--- src/design/svt_pkg.sv ---
// Shared types, constants and helpers for the skinned vertex transform.
package svt_pkg;

    localparam int ROWS_PER_BONE = 3;
    localparam int WEIGHT_FRAC   = 15;

    // command codes on the input beat
    localparam logic [1:0] CMD_PAL = 2'd0;
    localparam logic [1:0] CMD_XF  = 2'd1;
    localparam logic [1:0] CMD_VTX = 2'd2;

    // job kinds after classification
    localparam logic [1:0] K_IDLE = 2'd0;
    localparam logic [1:0] K_PAL  = 2'd1;
    localparam logic [1:0] K_XF   = 2'd2;
    localparam logic [1:0] K_VTX  = 2'd3;

    typedef struct packed {
        logic [1:0]         cmd;
        logic [7:0]         row_index;
        logic signed [31:0] lane_x;
        logic signed [31:0] lane_y;
        logic signed [31:0] lane_z;
        logic signed [31:0] lane_w;
        logic [63:0]        blend_weights;
        logic [31:0]        bone_indices;
    } t_in_beat;

    typedef struct packed {
        logic signed [31:0] clip_x;
        logic signed [31:0] clip_y;
        logic signed [31:0] clip_z;
        logic signed [31:0] clip_w;
        logic               was_skinned;
    } t_out_beat;

    // what rides along the back pipeline
    typedef struct packed {
        logic [1:0]       kind;
        logic             pass;     // all raw weights zero
        logic [1:0]       row_sel;  // palette row within bone, or transform row
        logic [3:0][31:0] lanes;    // x in lane 0
    } t_tag;

    typedef struct packed {
        t_tag             tag;
        logic [3:0][7:0]  bone;     // palette loads use slot 0
        logic [3:0][15:0] weight;   // zeroed for out-of-range bones
    } t_job;

    function automatic logic signed [31:0] sat32(input logic signed [63:0] x);
        if (x > 64'sd2147483647) begin
            return 32'sh7fffffff;
        end
        if (x < -64'sd2147483648) begin
            return 32'sh80000000;
        end
        return x[31:0];
    endfunction

endpackage

--- src/design/svt_queue.sv ---
// Two-entry job queue between front and back end.
module svt_queue (
    input  logic          i_clk,
    input  logic          i_rst_n,
    input  logic          i_push,
    input  svt_pkg::t_job i_job,
    input  logic          i_pop,
    output logic          o_full,
    output logic          o_valid,
    output svt_pkg::t_job o_job
);
    import svt_pkg::*;

    t_job       r_slot [2];
    logic       r_wp;
    logic       r_rp;
    logic [1:0] r_cnt;
    logic       w_pop;

    assign w_pop = i_pop && (r_cnt != 2'd0);

    always_ff @(posedge i_clk) begin
        if (!i_rst_n) begin
            r_wp  <= 1'b0;
            r_rp  <= 1'b0;
            r_cnt <= 2'd0;
        end else begin
            if (i_push) begin
                r_wp <= ~r_wp;
            end
            if (w_pop) begin
                r_rp <= ~r_rp;
            end
            case ({i_push, w_pop})
                2'b10:   r_cnt <= r_cnt + 2'd1;
                2'b01:   r_cnt <= r_cnt - 2'd1;
                default: r_cnt <= r_cnt;
            endcase
        end
    end

    always_ff @(posedge i_clk) begin
        if (i_push) begin
            r_slot[r_wp] <= i_job;
        end
    end

    assign o_full  = (r_cnt == 2'd2);
    assign o_valid = (r_cnt != 2'd0);
    assign o_job   = r_slot[r_rp];
endmodule

--- config.mk ---
export PLATFORM = sky130hd
export DESIGN_NAME = svt_queue
export DESIGN_NICKNAME = d
export VERILOG_FILES = /design/src/design/svt_pkg.sv /design/src/design/svt_queue.sv
export SDC_FILE = /design/constraint.sdc
export NUM_CORES = 1
export LEC_CHECK = 0
export CORE_AREA = 2 2 182 184
export DETAILED_ROUTE_END_ITERATION = 10
export DIE_AREA = 0 0 184 186
export DONT_BUFFER_PORTS = 1
export PLACE_DENSITY = 0.7
export SYNTH_ARGS = -nofsm -noshare
export SYNTH_HDL_FRONTEND = slang
export SYNTH_SLANG_ARGS = --single-unit
--- constraint.sdc ---
create_clock -name i_clk -period 12.5 [get_ports i_clk]
set_clock_uncertainty 0.1 [all_clocks]
set_input_delay 0.625 -clock i_clk [delete_from_list [all_inputs] [get_ports i_clk]]
set_output_delay 0.625 -clock i_clk [all_outputs]
set_load 0.01 [all_outputs]
Word-level counts from Yosys, hierarchy flattened
Memory sizes are Yosys's and may differ from the RTL's. A register that Yosys moved wholly into a read port is not among the register bits. Cells that the tools add are included.

$add $sub $neg: 2. Equality and inequality tests: 3. Mux-type cells: 5. Bitwise gates (word level): 2. Reduce and logical (&&, ||, !) cells: 3.

Operators with widths (number): equality test 2 bit (second input constant) (2); two-way mux 1 bit (4); one-hot mux 2 bit (2 select lines) (1); nonzero test 2 bit (2); adder 2 x 1 -> 2 bit (second input constant) (1); equality test 2 x 1 -> 1 bit (second input constant) (1); inverter 1 bit (2); subtractor 2 x 1 -> 2 bit (second input constant) (1); logical AND 1 bit (1).

Register bits after elaboration: 4. Bits in writable memories: 458. Input bits: 233. Output and inout bits: 231. Memories kept: 1.

Memories: r_slot (depth 2, bits a word 229, rd ports 1, clocked after memory_dff 1, wr ports 1, line svt_queue.sv:14) `t_job r_slot [2];`.

Depth between registers and ports, before layout
Depth in word-level cells: 4. Gate-level depth with buffers: 5.

Least setup slack after synthesis
OpenSTA, ideal clock, no wires.

Path kind: input port to flip-flop. From: input i_push. To: register r_wp. Setup time: 0.103 ns. Arrival time: 11.052 ns. Data required time: 12.297 ns. Slack: 1.244 ns. Stages on the path: 3. Cell sequence: inv_1 > nor2_1 > o21a_1.

RTL lines: start, declared (line svt_queue.sv:5) `input logic i_push,`; end signal, assigned (line svt_queue.sv:29) `r_wp <= ~r_wp;`; end, declared (line svt_queue.sv:15) `logic r_wp;`.

==> results.json <==
{
  "p_sw_frac": 0.241,
  "die_w_um": 184,
  "core_um2": 32200,
  "period_minus_slack_ps": 3770,
  "multi_input_area_um2": 2710,
  "avgViaCountPerCell": 5.69,
  "clkPwrFrac": 0.360,
  "grt_pass1_vias": 7405,
  "final_cell_area_um2": 18700,
  "peakVddDrop_mv": 0.133,
  "yosysWarnings": 0,
  "htree_levels": 2,
  "power_frac_seq": 0.496,
  "hold_path.class": "in -> reg",
  "post_cts_resized": 0,
  "max_stage_delay_ps": 1030,
  "p_int_mw": 2.86,
  "hpwl_um": 23100,
  "stdcell_count": 1208,
  "postRouteAntennaNets": 0,
  "worst_slew_pin_slew_ps": 1420,
  "clockBufferDepth": 3,
  "path_clk_slew_ps": 60,
  "rsz0062_at_grt": "false",
  "post_synth_num_cell_types": 17,
  "cp.arrival_ps": 3040,
  "place.gp.congestion": 0.802,
  "first_pass_iters": 4,
  "clk_latency_ps": 540,
  "ys_seq_elements": 463,
  "path_class": "reg -> out",
  "pwr_density_cell_nw_per_um2": 202,
  "whs_ps": 66.4,
  "diodes": 0,
  "hold_buffers": 0,
  "avgRoutedWirePerCell_um": 27.8,
  "io_pins": 464,
  "drc_errors": 0,
  "start_util": 0.520,
  "syn_nets": 969,
  "grtUsageTotal": 0.185,
  "cts_root_buf": "clkbuf_16",
  "path_max_fanout": 86,
  "worst_slack_ps": 8730,
  "cellLeakagePower_nw": 6.01,
  "cts_sinks": 463,
  "p_total_mw": 3.76,
  "crit_path_top_delay_cell": "dfxtp_4",
  "pre_cts_ws_ps": 9100,
  "grt.overflow.total": 0,
  "cap_violations": 0,
  "fill_cells": 2283,
  "setup_viol": 0,
  "yosysSeqAreaShare": 0.828,
  "combPwrFrac": 0.144,
  "path_cells": "buf_4 > mux2_2",
  "num_rows": 66,
  "die_h_um": 186,
  "grt_max_degree": 186,
  "port_buffers": 0,
  "syn_inst": 735,
  "start_kind": "flop",
  "drive_gt1_frac": 0.384,
  "fin_nets": 999,
  "vias": 6878,
  "die_area_um2": 34200,
  "drt_iter0_markers": 393,
  "hold_viol": 0,
  "relSlewSlack": 0.0527,
  "dpl_cell_area_um2": 17100,
  "worstHoldStart": "i_job[135]",
  "synthToLayoutAreaGrowth_pct": 11.5,
  "status": "completed",
  "cts_tree": "yes",
  "area.sequential_um2": 13900,
  "antenna_found_initial": 0,
  "cts_setup_buffers": 0,
  "fmax_mhz": 265,
  "r2r_start": "r_wp",
  "grt_pass1_wl_um": 45900,
  "tns_ps": 0,
  "post-route-util": 0.579,
  "p_switching_uw": 906,
  "avgSynthCellArea_um2": 22.8,
  "fin_crit_sh": 0.301,
  "finalMaxSlewViolations": 0,
  "dp_cells": 1125,
  "worstPathRequired_ps": 11770,
  "drt_wl_total_um": 33500,
  "numCtsBuffers": 46,
  "synthesis.area_um2": 16700,
  "endpoint_kind": "output pin"
}
[Yosys cell counts (all sizes together)]
| cell | count | area, um2 |
|---|---|---|
| nor2 | 1 | 3.75 |
| and2 | 2 | 12.5 |
| mux2 | 229 | 2580 |
| inv | 1 | 3.75 |
| and2b | 1 | 8.76 |
| or2 | 1 | 6.26 |
| or3 | 1 | 6.26 |
| o21a | 2 | 15.0 |
| ha | 1 | 12.5 |
| dfxtp | 5 | 100 |
| edfxtp | 458 | 13800 |
| nor2b | 3 | 18.8 |
| buf | 25 | 178 |
| xnor2 | 3 | 26.3 |
| o21ai | 1 | 5.00 |
| a21boi | 1 | 7.51 |
[logic make-up (layout without fill, tap and decap cells)]
kind of cell	count (synthesis)	in the layout	synth area share
simple gates	9	9	0.00336
flops	463	463	0.828
xor+xnor	3	3	0.00157
buf+inv	26	91	0.0108
compound gates	4	4	0.00164
fa+ha+maj	1	1	0.000747
mux	229	229	0.154
[metal layers]
| metal | GRT usage | up-vias | share of wire |
|---|---|---|---|
| met4 | 0.0864 | 0 | 0.042 |
| met1 | 0.165 | 3438 | 0.30 |
| li1 | - | 2993 | - |
| met3 | 0.103 | 80 | 0.13 |
| met2 | 0.337 | 367 | 0.53 |
| met5 | 0 | - | 0 |
[worst paths after layout]
kind	slack, ps	to	cells after the start
worst min register to register	430	r_cnt[1]	2
worst max register to register	9400	r_slot[1][187]	3
worst min-delay path	70	r_slot[0][135]	0
worst max-delay path	8730	o_job[134]	2
[critical path, delay by kind of cell (launching register included)]
family | cells | cell delay [ps]
buffers and inverters | 1 | 910
multiplexers | 1 | 460
flip-flops | 1 | 1030
[state kept, by name, indices dropped and copies added (netlist names), named ones only]
register and count:
r_slot 458, r_rp 1, r_cnt 2, r_wp 1
[power by group through the flow]
stage,combinational (mW),sequential [mW],clock (mW)
after floorplan,0.512,1.87,0
after global placement,0.533,1.89,0
after detailed placement,0.548,1.90,0
after CTS,0.551,1.87,1.38
after global routing,0.572,1.88,1.44
final,0.541,1.87,1.36
[final cells by class]
type | instances | area share
Sequential cell | 463 | 0.743
Timing Repair Buffer | 7 | 0.00349
Multi-Input combinational cell | 246 | 0.145
Inverter | 1 | 0.000201
Tap cell | 408 | 0.0274
Clock buffer | 53 | 0.0642
Clock inverter | 30 | 0.0168
[cell usage in the layout, fill, tap and decap left out, types with 2 or more instances in the layout]
| cell | n |
|---|---|
| dfxtp_1 | 4 |
| o21a_1 | 2 |
| clkinv_2 | 9 |
| edfxtp_1 | 458 |
| nor2b_1 | 3 |
| clkbuf_1 | 6 |
| bufinv_16 | 6 |
| buf_4 | 6 |
| clkbuf_16 | 47 |
| xnor2_1 | 3 |
| inv_6 | 2 |
| clkinv_1 | 11 |
| mux2_2 | 229 |
(Power assumes the default switching activity.)
