## src/design/svt_pkg.sv

```systemverilog
// Shared types, constants and helpers for the skinned vertex transform.
package svt_pkg;

    localparam int ROWS_PER_BONE = 3;
    localparam int WEIGHT_FRAC   = 15;

    // command codes on the input beat
    localparam logic [1:0] CMD_PAL = 2'd0;
    localparam logic [1:0] CMD_XF  = 2'd1;
    localparam logic [1:0] CMD_VTX = 2'd2;

    // job kinds after classification
    localparam logic [1:0] K_IDLE = 2'd0;
    localparam logic [1:0] K_PAL  = 2'd1;
    localparam logic [1:0] K_XF   = 2'd2;
    localparam logic [1:0] K_VTX  = 2'd3;

    typedef struct packed {
        logic [1:0]         cmd;
        logic [7:0]         row_index;
        logic signed [31:0] lane_x;
        logic signed [31:0] lane_y;
        logic signed [31:0] lane_z;
        logic signed [31:0] lane_w;
        logic [63:0]        blend_weights;
        logic [31:0]        bone_indices;
    } t_in_beat;

    typedef struct packed {
        logic signed [31:0] clip_x;
        logic signed [31:0] clip_y;
        logic signed [31:0] clip_z;
        logic signed [31:0] clip_w;
        logic               was_skinned;
    } t_out_beat;

    // what rides along the back pipeline
    typedef struct packed {
        logic [1:0]       kind;
        logic             pass;     // all raw weights zero
        logic [1:0]       row_sel;  // palette row within bone, or transform row
        logic [3:0][31:0] lanes;    // x in lane 0
    } t_tag;

    typedef struct packed {
        t_tag             tag;
        logic [3:0][7:0]  bone;     // palette loads use slot 0
        logic [3:0][15:0] weight;   // zeroed for out-of-range bones
    } t_job;

    function automatic logic signed [31:0] sat32(input logic signed [63:0] x);
        if (x > 64'sd2147483647) begin
            return 32'sh7fffffff;
        end
        if (x < -64'sd2147483648) begin
            return 32'sh80000000;
        end
        return x[31:0];
    endfunction

endpackage

```

## src/design/svt_front.sv

```systemverilog
// Front end: decodes an input beat into a back-end job.
module svt_front #(
    parameter int BONES = 64
) (
    input  logic              i_accept,
    input  svt_pkg::t_in_beat i_beat,
    output logic              o_push,
    output svt_pkg::t_job     o_job
);
    import svt_pkg::*;

    logic [15:0] w_q16;
    logic [7:0]  w_pal_bone;
    logic [7:0]  w_pal_rem;
    t_job        w_job;

    always_comb begin
        // row / 3 by reciprocal, exact for 8-bit rows
        w_q16      = {8'd0, i_beat.row_index} * 16'd171;
        w_pal_bone = {1'b0, w_q16[15:9]};
        w_pal_rem  = i_beat.row_index - {w_pal_bone[6:0], 1'b0} - w_pal_bone;

        w_job.tag.kind    = K_IDLE;
        w_job.tag.pass    = (i_beat.blend_weights == 64'd0);
        w_job.tag.row_sel = 2'd0;
        w_job.tag.lanes   = {i_beat.lane_w, i_beat.lane_z, i_beat.lane_y, i_beat.lane_x};
        w_job.bone        = i_beat.bone_indices;
        for (int s = 0; s < 4; s++) begin
            w_job.weight[s] = ({1'b0, i_beat.bone_indices[8*s +: 8]} < 9'(BONES))
                              ? i_beat.blend_weights[16*s +: 16] : 16'd0;
        end

        case (i_beat.cmd)
            CMD_PAL: begin
                if ({2'b00, i_beat.row_index} < 10'(BONES * ROWS_PER_BONE)) begin
                    w_job.tag.kind    = K_PAL;
                    w_job.tag.row_sel = w_pal_rem[1:0];
                    w_job.bone[0]     = w_pal_bone;
                end
            end
            CMD_XF: begin
                if (i_beat.row_index < 8'd4) begin
                    w_job.tag.kind    = K_XF;
                    w_job.tag.row_sel = i_beat.row_index[1:0];
                end
            end
            CMD_VTX: begin
                w_job.tag.kind = K_VTX;
            end
            default: begin
                w_job.tag.kind = K_IDLE;
            end
        endcase
    end

    assign o_push = i_accept && (w_job.tag.kind != K_IDLE);
    assign o_job  = w_job;
endmodule

```

## config.mk

```make
export PLATFORM = sky130hd
export DESIGN_NAME = svt_front
export DESIGN_NICKNAME = d
export VERILOG_FILES = /design/src/design/svt_pkg.sv /design/src/design/svt_front.sv
export SDC_FILE = /design/constraint.sdc
export NUM_CORES = 1
export LEC_CHECK = 0
export BUFFER_PORTS_ARGS = -buffer_cell sky130_fd_sc_hd__buf_2
export CAP_MARGIN = 20
export CORE_AREA = 2 2 180 182
export DETAILED_ROUTE_END_ITERATION = 10
export DIE_AREA = 0 0 182 184
export PLACE_DENSITY = 0.39
export SLEW_MARGIN = 20
export SYNTH_ARGS = -nofsm -noshare
export SYNTH_HDL_FRONTEND = slang
export SYNTH_SLANG_ARGS = --single-unit
```

## constraint.sdc

```tcl
create_clock -name vclk -period 12.4
set_input_delay 0.62 -clock vclk [all_inputs]
set_output_delay 0.62 -clock vclk [all_outputs]
set_load 0.01 [all_outputs]
```

-- Yosys cells after proc, flatten, opt, wreduce, memory -nomap -nowiden
Index checks and enable logic that the tools add are counted.
W data, S select, Z words.
- equality and inequality tests: 2
- muxes and demuxes: 12
- shift-type cells: 0
- reductions and logical operators: 4
- multipliers: 1
- bitwise logic cells: 0
- $lt $le $gt $ge: 6
- div/mod/pow operators: 0
- add/subtract/negate cells: 2
- operator list (kind ; count):
    $logic_not A64 Y1 ; 1
    $mux W16 ; 4
    $lt A8 B7 Y1 const B ; 4
    $mul A8 B8 Y16 const B ; 1
    $mux W8 ; 2
    $lt A8 B3 Y1 const B ; 1
    $lt A8 B8 Y1 const B ; 1
    $mux W2 ; 3
    $pmux W2 S3 ; 1
    $pmux W2 S2 ; 1
    $sub A2 B2 Y2 ; 2
    $eq A2 B1 Y1 const B ; 1
    $eq A2 B2 Y1 const B ; 1
    $logic_not A2 Y1 ; 1
    $reduce_bool A2 Y1 ; 1
    $logic_and A1 B1 Y1 ; 1
    $mux W1 ; 1
- RAM bits: 0
- output and inout port bits: 230
- word-level logic and storage cells: 27
- bits in read-only memories: 0
- bits of input ports: 235
- register bits: 0
- memories kept: 0
- latch bits: 0

-- Logic depth before layout (Yosys ltp)
- word-level depth: 5
- gate-level depth with buffers: 18
- depth with buffers taken out: 18

-- Worst setup path before layout
Ideal clock, no wire load.
- path kind: input-to-output
- start point: in i_beat[224] (netlist bit)
- end point: out o_job[225] (netlist bit)
- stages: 17
- path slack: 7.388 ns
- arrival time: 4.392 ns
- buffers on the path: 0
- required time: 11.780 ns
- cell sequence: ha_1 -> ha_1 -> fa_1 -> inv_1 -> fa_1 -> inv_1 -> ha_1 -> a211o_1 -> o22ai_1 -> o21ai_1 -> xnor2_1 -> ha_1 -> ha_1 -> nor2_1 -> xnor2_1 -> xnor3_1 -> o21ai_1
- RTL lines (what ; line ; source):
    start, declared ; svt_front.sv:6 ; input svt_pkg::t_in_beat i_beat,
    end, declared ; svt_front.sv:8 ; output svt_pkg::t_job o_job

==> impl_metrics.tcl <==
set metrics [dict create \
    vias 2660 \
    rows 65 \
    pwr-share-seq 0 \
    antenna_found_initial 1 \
    worstSetupPathType "input pin to output pin" \
    end_kind "output pin" \
    grt_pass1_vias 2599 \
    drc 0 \
    p_sw_frac 0.524 \
    io_pins 465 \
    max-cap-violations 0 \
    nNetsFinal 716 \
    cts_setup_buffers 0 \
    hp-class "input pin to output pin" \
    drv_slew 0 \
    coreArea_um2 31400 \
    stdcell_count 821 \
    ys_types 39 \
    pwr-share-comb 1.000 \
    syn_area_per_cell_um2 7.84 \
    crit_fanout 5 \
    seq_cells 0 \
    fp.dieW_um 182 \
    overflow 0 \
    syn_nets 698 \
    worst_slew_pin_slew_ns 0.944 \
    critPathRequiredTime_ns 11.78 \
    relSlewSlack 0.369 \
    hold_viol 0 \
    synth-seq-area-share 0 \
    rsz0062_at_grt "no" \
    portBuffers 173 \
    grt_max_degree 18 \
    p_per_area_nw_per_um2 73.2 \
    period_minus_slack_ns 5.48 \
    postRouteAntennaNets 0 \
    grt_util_all_layers 0.0644 \
    syn_area_um2 3150 \
    initial_utilization 0.100 \
    die_h_um 184 \
    vias_per_cell 3.24 \
    critPathLaunchType "input pin" \
    drt_iter0_drc 98 \
    power.clock.fraction 0 \
    p_int_mw 0.117 \
    max_freq_ghz 0.182 \
    tns_ns 0 \
    yosys_warnings 0 \
    setup_violations 0 \
    wl_per_cell_um 14.8 \
    outcome "finished, final reports clean" \
    totalWireLength_um 12100 \
    dpl.hpwl_um 10800 \
    fin_crit_sh 0.442 \
    regArea_um2 0 \
    post_cts_resize_count 0 \
    postSynthCellCount 402 \
    grt_pass1_wl_um 15900 \
    drt-pass1-iter-count 4 \
    critical_path_arrival_ns 4.86 \
    power_leakage_nw 1.81 \
    hold_buffers 0 \
    dp_cells 820 \
    p_switching_mw 0.129 \
    fillerInstances 3687 \
    clock_buffers 0 \
    ir_worst_vdd_v 0.0000852 \
    gp_congestion 0.729 \
    synthToLayoutAreaGrowth_pct 6.79 \
    dieArea_um2 33500 \
    drive_above_1_share 0.433 \
]
[critical path, stage by stage]
cell	delay, ns
buf_2	0.13
ha_1	0.33
ha_1	0.31
fa_1	0.50
inv_1	0.05
fa_1	0.53
inv_1	0.04
ha_1	0.31
a211o_1	0.29
o22ai_1	0.13
o21ai_1	0.10
xnor2_1	0.28
ha_1	0.31
ha_1	0.18
nor2_1	0.11
xnor2_1	0.14
xnor3_1	0.24
o21ai_1	0.12
buf_2	0.15
[cell type report]
| class | instances | area, um2 | share of cell area |
|---|---|---|---|
| multi-input cells | 207 | 1850 | 0.549 |
| repair buffers | 174 | 873 | 0.259 |
| well taps | 402 | 503 | 0.149 |
| inverters | 37 | 139 | 0.0412 |
| diodes | 1 | 2.50 | 0.000743 |
[cells by family after synthesis]
logic type / Yosys count / share of synthesized area
muxes: 2 / 0.00714
xor gates and xnor gates: 9 / 0.0317
AOI/OAI and AO/OA: 27 / 0.0690
adders and majority gates: 61 / 0.271
and+or+nand+nor: 108 / 0.208
buffers and inverters: 195 / 0.413
[layer usage]
layer	up-vias	global-route usage	share of wire
met3	40	0.0440	0.17
met2	282	0.110	0.45
li1	1190	-	-
met4	4	0.0223	0.033
met5	-	0.0207	0.0073
met1	1144	0.0599	0.34
[layout by cell type, fill, tap and decap left out, types with 2 or more instances in the layout]
cell type / count
buf_2: 173
and2_1: 65
ha_1: 49
inv_1: 37
nor4_1: 17
fa_1: 12
o21ai_1: 8
nand2_1: 7
nand4_1: 5
nor2_1: 5
xnor2_1: 4
a21oi_1: 4
xor2_1: 3
and3_1: 2
o21bai_1: 2
a31oi_1: 2
nor3b_1: 2
[Yosys cell counts, types with 2 or more instances]
cell type  count  area share
a31oi_1        2      0.0040
nor3b_1        2      0.0048
buf_4        152        0.36
o21ai_1        8       0.013
and2_1        65        0.13
nor4_1        17       0.034
ha_1          49        0.19
nand4_1        5      0.0099
xor2_1         3      0.0083
fa_1          12       0.076
and3_1         2      0.0040
inv_1         37       0.044
clkbuf_1       5      0.0060
nand2_1        7      0.0083
xnor2_1        4       0.011
a21oi_1        4      0.0063
nor2_1         5      0.0060
o21bai_1       2      0.0048
[power by group through the flow]
stage,clock [mW],sequential [mW],combinational (mW)
6_report,0.0000000108,0,0.246
5_1_grt,0.0000000108,0,0.282
4_1_cts,0,0,0.254
3_5_place_dp,0,0,0.252
3_3_place_gp,0,0,0.252
2_1_floorplan,0,0,0.223
[path summary, 6_finish.rpt]
check	startpoint	to	slack, ns	depth (start not counted)
setup / recovery	i_beat[224]	o_job[225]	6.92	19
hold / removal	i_beat[196]	o_job[100]	1.24	0
[stage by stage]
stage / cell area, um2 / power, mW / util / setup WS (ns) / hold slack [ns]
4_1_cts: 3360 / 0.254 / 0.107 / 6.88 / 1.24
2_1_floorplan: 3150 / 0.223 / - / 7.39 / 1.29
6_report: 3370 / 0.246 / 0.107 / 6.92 / 1.24
3_3_place_gp: 3360 / 0.252 / 0.107 / 6.96 / 1.24
3_5_place_dp: 3360 / 0.252 / 0.107 / 6.87 / 1.24
5_1_grt: 3370 / 0.282 / 0.107 / 6.56 / 1.24
No activity file was read; power rests on OpenSTA's default activity.
